[config.mk]
export PLATFORM = sky130hd
export DESIGN_NAME = tcw_ctrl
export DESIGN_NICKNAME = d
export VERILOG_FILES = /design/src/hw/rtl/tcw_pkg.sv /design/src/hw/rtl/tcw_ctrl.sv
export SDC_FILE = /design/constraint.sdc
export NUM_CORES = 1
export LEC_CHECK = 0
export BUFFER_PORTS_ARGS = -buffer_cell sky130_fd_sc_hd__buf_2
export CORE_AREA = 2 2 39 41
export CTS_CLUSTER_SIZE = 16
export DETAILED_ROUTE_END_ITERATION = 7
export DIE_AREA = 0 0 41 43
export GPL_ROUTABILITY_DRIVEN = 0
export PLACE_DENSITY = 0.3
export SETUP_SLACK_MARGIN = 0.02
export SYNTH_ARGS = -nofsm -noshare
export SYNTH_HDL_FRONTEND = slang
export SYNTH_SLANG_ARGS = --single-unit
[constraint.sdc]
create_clock -name clk -period 1.2 [get_ports clk]
set_input_delay 0.06 -clock clk [delete_from_list [all_inputs] [get_ports clk]]
set_output_delay 0.06 -clock clk [all_outputs]
set_load 0.02 [all_outputs]
[src/hw/rtl/tcw_pkg.sv]
// Shared types and constants for the text console cell writer.
// Used by the controller, the datapath and the top level; no dependencies.
`timescale 1ns / 1ps

package tcw_pkg;

	// Fixed field widths
	localparam int CMD_W      = 2;
	localparam int CHAR_W     = 8;
	localparam int COL_W      = 7;
	localparam int ROW_W      = 6;
	localparam int WORD_W     = 32;
	localparam int IDX_W      = 5;
	localparam int CFG_IDX_W  = 2;
	localparam int CFG_DATA_W = 7;

	// Reset values of the cursor and the configuration registers
	localparam logic [COL_W-1:0] CURSOR_X_RST     = 7'd24;
	localparam logic [ROW_W-1:0] CURSOR_Y_RST     = 6'd16;
	localparam logic [COL_W-1:0] START_COLUMN_RST = 7'd5;
	localparam logic [ROW_W-1:0] START_ROW_RST    = 6'd1;
	localparam logic [COL_W-1:0] LINE_WIDTH_RST   = 7'd76;
	localparam logic [ROW_W-1:0] LINE_COUNT_RST   = 6'd32;

	// Character codes
	localparam logic [CHAR_W-1:0] CHAR_NUL   = 8'd0;
	localparam logic [CHAR_W-1:0] CHAR_SPACE = 8'd32;
	localparam logic [CHAR_W-1:0] CHAR_TILDE = 8'd126;
	localparam logic [CHAR_W-1:0] CHAR_CR    = 8'd13;
	localparam logic [CHAR_W-1:0] CHAR_LF    = 8'd10;

	typedef enum logic [CMD_W-1:0] {
		CMD_WRITE   = 2'd0,
		CMD_SET_POS = 2'd1,
		CMD_READ    = 2'd2
	} cmd_t;

	typedef enum logic [CFG_IDX_W-1:0] {
		REG_START_COLUMN = 2'd0,
		REG_START_ROW    = 2'd1,
		REG_LINE_WIDTH   = 2'd2,
		REG_LINE_COUNT   = 2'd3
	} cfg_idx_t;

	typedef enum logic [1:0] {
		ST_CLEAR,
		ST_IDLE,
		ST_EXEC
	} state_t;

	// Controller to datapath
	typedef struct packed {
		logic clear_en;
		logic accept;
		logic commit;
	} ctrl_cmd_t;

	// Datapath to controller
	typedef struct packed {
		logic clear_last;
	} ctrl_sts_t;

endpackage

[src/hw/rtl/tcw_ctrl.sv]
// Controller state machine: clearing pass, item accept, commit and result handshake.
// Depends on tcw_pkg.
`timescale 1ns / 1ps

module tcw_ctrl (
	input  logic                clk,
	input  logic                arst_n,
	input  logic                in_valid,
	output logic                in_ready,
	output logic                out_valid,
	input  logic                out_ready,
	input  tcw_pkg::ctrl_sts_t  sts,
	output tcw_pkg::ctrl_cmd_t  cmd
);
	import tcw_pkg::*;

	state_t state_q;
	state_t state_d;
	logic   out_valid_q;

	// Next state
	always_comb begin
		state_d = state_q;
		unique case (state_q)
			ST_CLEAR: begin
				if (sts.clear_last) begin
					state_d = ST_IDLE;
				end
			end
			ST_IDLE: begin
				if (in_valid) begin
					state_d = ST_EXEC;
				end
			end
			ST_EXEC: begin
				if (!out_valid_q || out_ready) begin
					state_d = ST_IDLE;
				end
			end
			default: state_d = ST_CLEAR;
		endcase
	end

	// Outputs: commit only once the result register is free
	always_comb begin
		in_ready     = 1'b0;
		cmd.clear_en = 1'b0;
		cmd.accept   = 1'b0;
		cmd.commit   = 1'b0;
		unique case (state_q)
			ST_CLEAR: cmd.clear_en = 1'b1;
			ST_IDLE: begin
				in_ready   = 1'b1;
				cmd.accept = in_valid;
			end
			ST_EXEC: cmd.commit = !out_valid_q || out_ready;
			default: ;
		endcase
	end

	// State register
	always_ff @(posedge clk or negedge arst_n) begin
		if (!arst_n) begin
			state_q <= ST_CLEAR;
		end else begin
			state_q <= state_d;
		end
	end

	// Result valid: set on commit, drop when taken
	always_ff @(posedge clk or negedge arst_n) begin
		if (!arst_n) begin
			out_valid_q <= 1'b0;
		end else if (cmd.commit) begin
			out_valid_q <= 1'b1;
		end else if (out_ready) begin
			out_valid_q <= 1'b0;
		end
	end

	assign out_valid = out_valid_q;

	a_commit_sets_valid: assert property (@(posedge clk) disable iff (!arst_n)
		cmd.commit |=> out_valid_q)
		else $error("result not presented after commit");

	a_clear_before_idle: assert property (@(posedge clk) disable iff (!arst_n)
		(state_q == ST_CLEAR) ##1 (state_q == ST_IDLE) |-> $past(sts.clear_last))
		else $error("clearing pass left early");

	a_accept_to_exec: assert property (@(posedge clk) disable iff (!arst_n)
		cmd.accept |=> (state_q == ST_EXEC) && !in_ready)
		else $error("accepted item not executed");

endmodule

==> impl_metrics.py <==
metrics = {
    "status": {
        "status": "complete, no violations",
    },
    "sta": {
        "fin_skew_ps": 0.646,
        "setup_ws_ps": 49.8,
        "slew_viol_final": 0,
        "slew_headroom": 0.876,
        "rsz0062_at_grt": "yes",
        "worst_pin_slew_ps": 186,
        "fin_crit_ps": 1150,
        "setup_viol": 0,
        "holdWs_ps": 56.3,
        "finalHoldViolations": 0,
        "max_freq_ghz": 0.869,
        "post-route-period-util": 0.958,
        "setup_tns_ps": 0,
    },
    "finish": {
        "final_layout_size_suffix_gt1_frac": 0.467,
        "fill_cells": 162,
        "regArea_um2": 76.3,
        "area_growth_pct": 70.2,
        "multi_input_area_um2": 72.6,
        "stdcell_area_um2": 264,
        "final_nets": 36,
        "n_antenna_cell": 0,
    },
    "drt": {
        "wl_met1_um": 238,
        "drt-pass1-iter-count": 4,
        "met2_length_um": 147,
        "wirelength_um": 432,
        "drt-wirelength-per-cell_um": 9.39,
        "drc_errors": 0,
        "viasPerCell": 3.78,
        "first_iter_violations": 6,
        "antenna_left": 0,
        "top_layer": "met3",
        "num_vias": 174,
        "met3_length_um": 46,
    },
    "floorplanning": {
        "num_rows": 14,
        "core_mm2": 0.00138,
        "die_w_um": 41,
        "start_util": 0.112,
        "die_h_um": 43,
        "io_pins": 10,
        "dieArea_mm2": 0.00176,
    },
    "synth": {
        "synth_cell_types": 12,
        "ys_seq_elements": 3,
        "synth_seq_area_share": 0.484,
        "ys_warn_count": 0,
        "syn_inst": 16,
        "avgSynthCellArea_um2": 9.70,
        "synthesis.nets": 21,
        "synthesis.area_um2": 155,
    },
    "critical_path": {
        "path_delay_family": "flip-flops",
        "path_class": "reg -> out",
        "cp_cell_sequence": "nand2b_1 -> a21oi_2 -> buf_4",
        "worst-path-buf-inv": 1,
        "worstReg2RegEnd": "state_q[0]",
        "rrSetupSlack_ps": 260,
        "cp_slowest_cell": "dfrtp_2",
        "reg2reg_depth": 2,
        "slowest_delay_ps": 430,
        "rr_startpoint": "state_q[1]",
        "crit_fanout": 6,
        "required_ps": 1140,
        "critPathLaunchType": "flop",
        "cp.arrival_ps": 1090,
        "end_kind": "primary output",
    },
    "place": {
        "io_buffers": 9,
        "hpwl_um": 343,
        "placed_area_um2": 220,
        "post-place-ws_ps": 257,
    },
    "clock_tree": {
        "root_buffer": "clkbuf_4",
        "clock_latency_ps": 230,
        "cts_buffer_depth": 2,
        "clk_pin_slew_worst_paths_ps": 40,
        "numCtsBuffers": 3,
        "clock_sinks": 3,
        "cts_setup_buffers": 0,
        "cts_tree": "done",
        "htree_num_levels": 1,
    },
    "power": {
        "p_total_mw": 0.690,
        "p_per_area_mw_per_mm2": 2610,
        "ir_worst_vdd_v": 0.000545,
        "power.leakage_nw": 0.140,
    },
    "global_routing": {
        "grt_overflow_total": 0,
        "antenna_found_initial": 0,
        "grt_pass1_vias": 167,
        "grt_use_total": 0.0552,
        "grt_pass1_wl_um": 621,
        "grt_max_degree": 7,
    },
    "worst_hold_path": {
        "hold_end": "out_valid",
        "hold_path_startpoint": "out_ready",
        "hold_path_class": "in -> reg",
        "worstHoldPathCells": 2,
    },
    "job": {
        "cap_violations": 0,
    },
}
==> area by class of cell <==
cell class                      count  area share
Inverter                            3      0.0427
Timing Repair Buffer               10       0.218
Clock buffer                        4      0.0995
Multi-Input combinational cell     10       0.275
Tap cell                           16      0.0758
Sequential cell                     3       0.289
==> cells in the final DEF, fill, tap and decap left out, drive strengths merged <==
cell,instances
a21oi,1
a22o,1
and3b,1
buf,9
clkbuf,4
dfrtp,3
dlygate4sd3,1
inv,3
nand2b,1
nand3b,1
nor2,1
nor2b,1
o21ai,1
o21ba,1
o21bai,1
==> worst reg2reg max path: stages (launching register included) <==
cell     delay, ps
dfrtp_1        420
o21ba_1        200
a22o_1         190
==> power breakdown <==
| group | switching [mW] | internal [mW] | leakage [nW] |
|---|---|---|---|
| registers | 0.0608 | 0.150 | 0.0372 |
| clock network | 0.0484 | 0.124 | 0.0150 |
| logic | 0.175 | 0.132 | 0.0878 |
==> synthesized netlist by cell type (all sizes together) <==
cell / count / area (µm²)
o21ai: 1 / 5.00
nor2: 1 / 3.75
and3b: 1 / 8.76
dfrtp: 3 / 75.1
nor2b: 1 / 6.26
nand2b: 1 / 6.26
nand3b: 1 / 7.51
a21oi: 1 / 5.00
inv: 3 / 11.3
o21ba: 1 / 10.0
a22o: 1 / 8.76
o21bai: 1 / 7.51
==> timing repair <==
item	CTS	global route
resized for setup	0	3
hold buffers	1	0
endpoints found under the hold margin	3	0
endpoints found under the setup margin	0	1
==> state kept, by name, indices dropped and copies added, names as in the netlist <==
name,cells
out_valid,1
state_q,2
==> metal layers <==
| metal | vias to the layer above | global-route usage |
|---|---|---|
| met5 | - | 0 |
| met4 | 0 | 0.0400 |
| met3 | 0 | 0.0314 |
| met2 | 12 | 0.0500 |
| met1 | 78 | 0.0865 |
| li1 | 84 | - |
==> logic make-up after synthesis <==
kind of cell | after synthesis | synth area share
and+or+nand+nor | 5 | 0.210
AOI/OAI and AO/OA | 5 | 0.234
DFF | 3 | 0.484
buffers and inverters | 3 | 0.0726
==> metrics by stage <==
stage          instances   util
3_3_place_gp          41  0.159
3_5_place_dp          41  0.159
2_1_floorplan         16      -
4_1_cts               46  0.185
6_report              46  0.191
5_1_grt               46  0.191
==> worst max path at each step <==
stage                           from    endpoint  cells after the start
after floorplan           state_q[1]  state_q[0]                      2
after global placement    state_q[0]  state_q[0]                      2
after detailed placement  state_q[1]  state_q[0]                      2
after CTS                 state_q[0]      cmd[0]                      3
after global routing      state_q[0]      cmd[0]                      3
final                     state_q[0]      cmd[0]                      3
(Power assumes the default switching activity.)
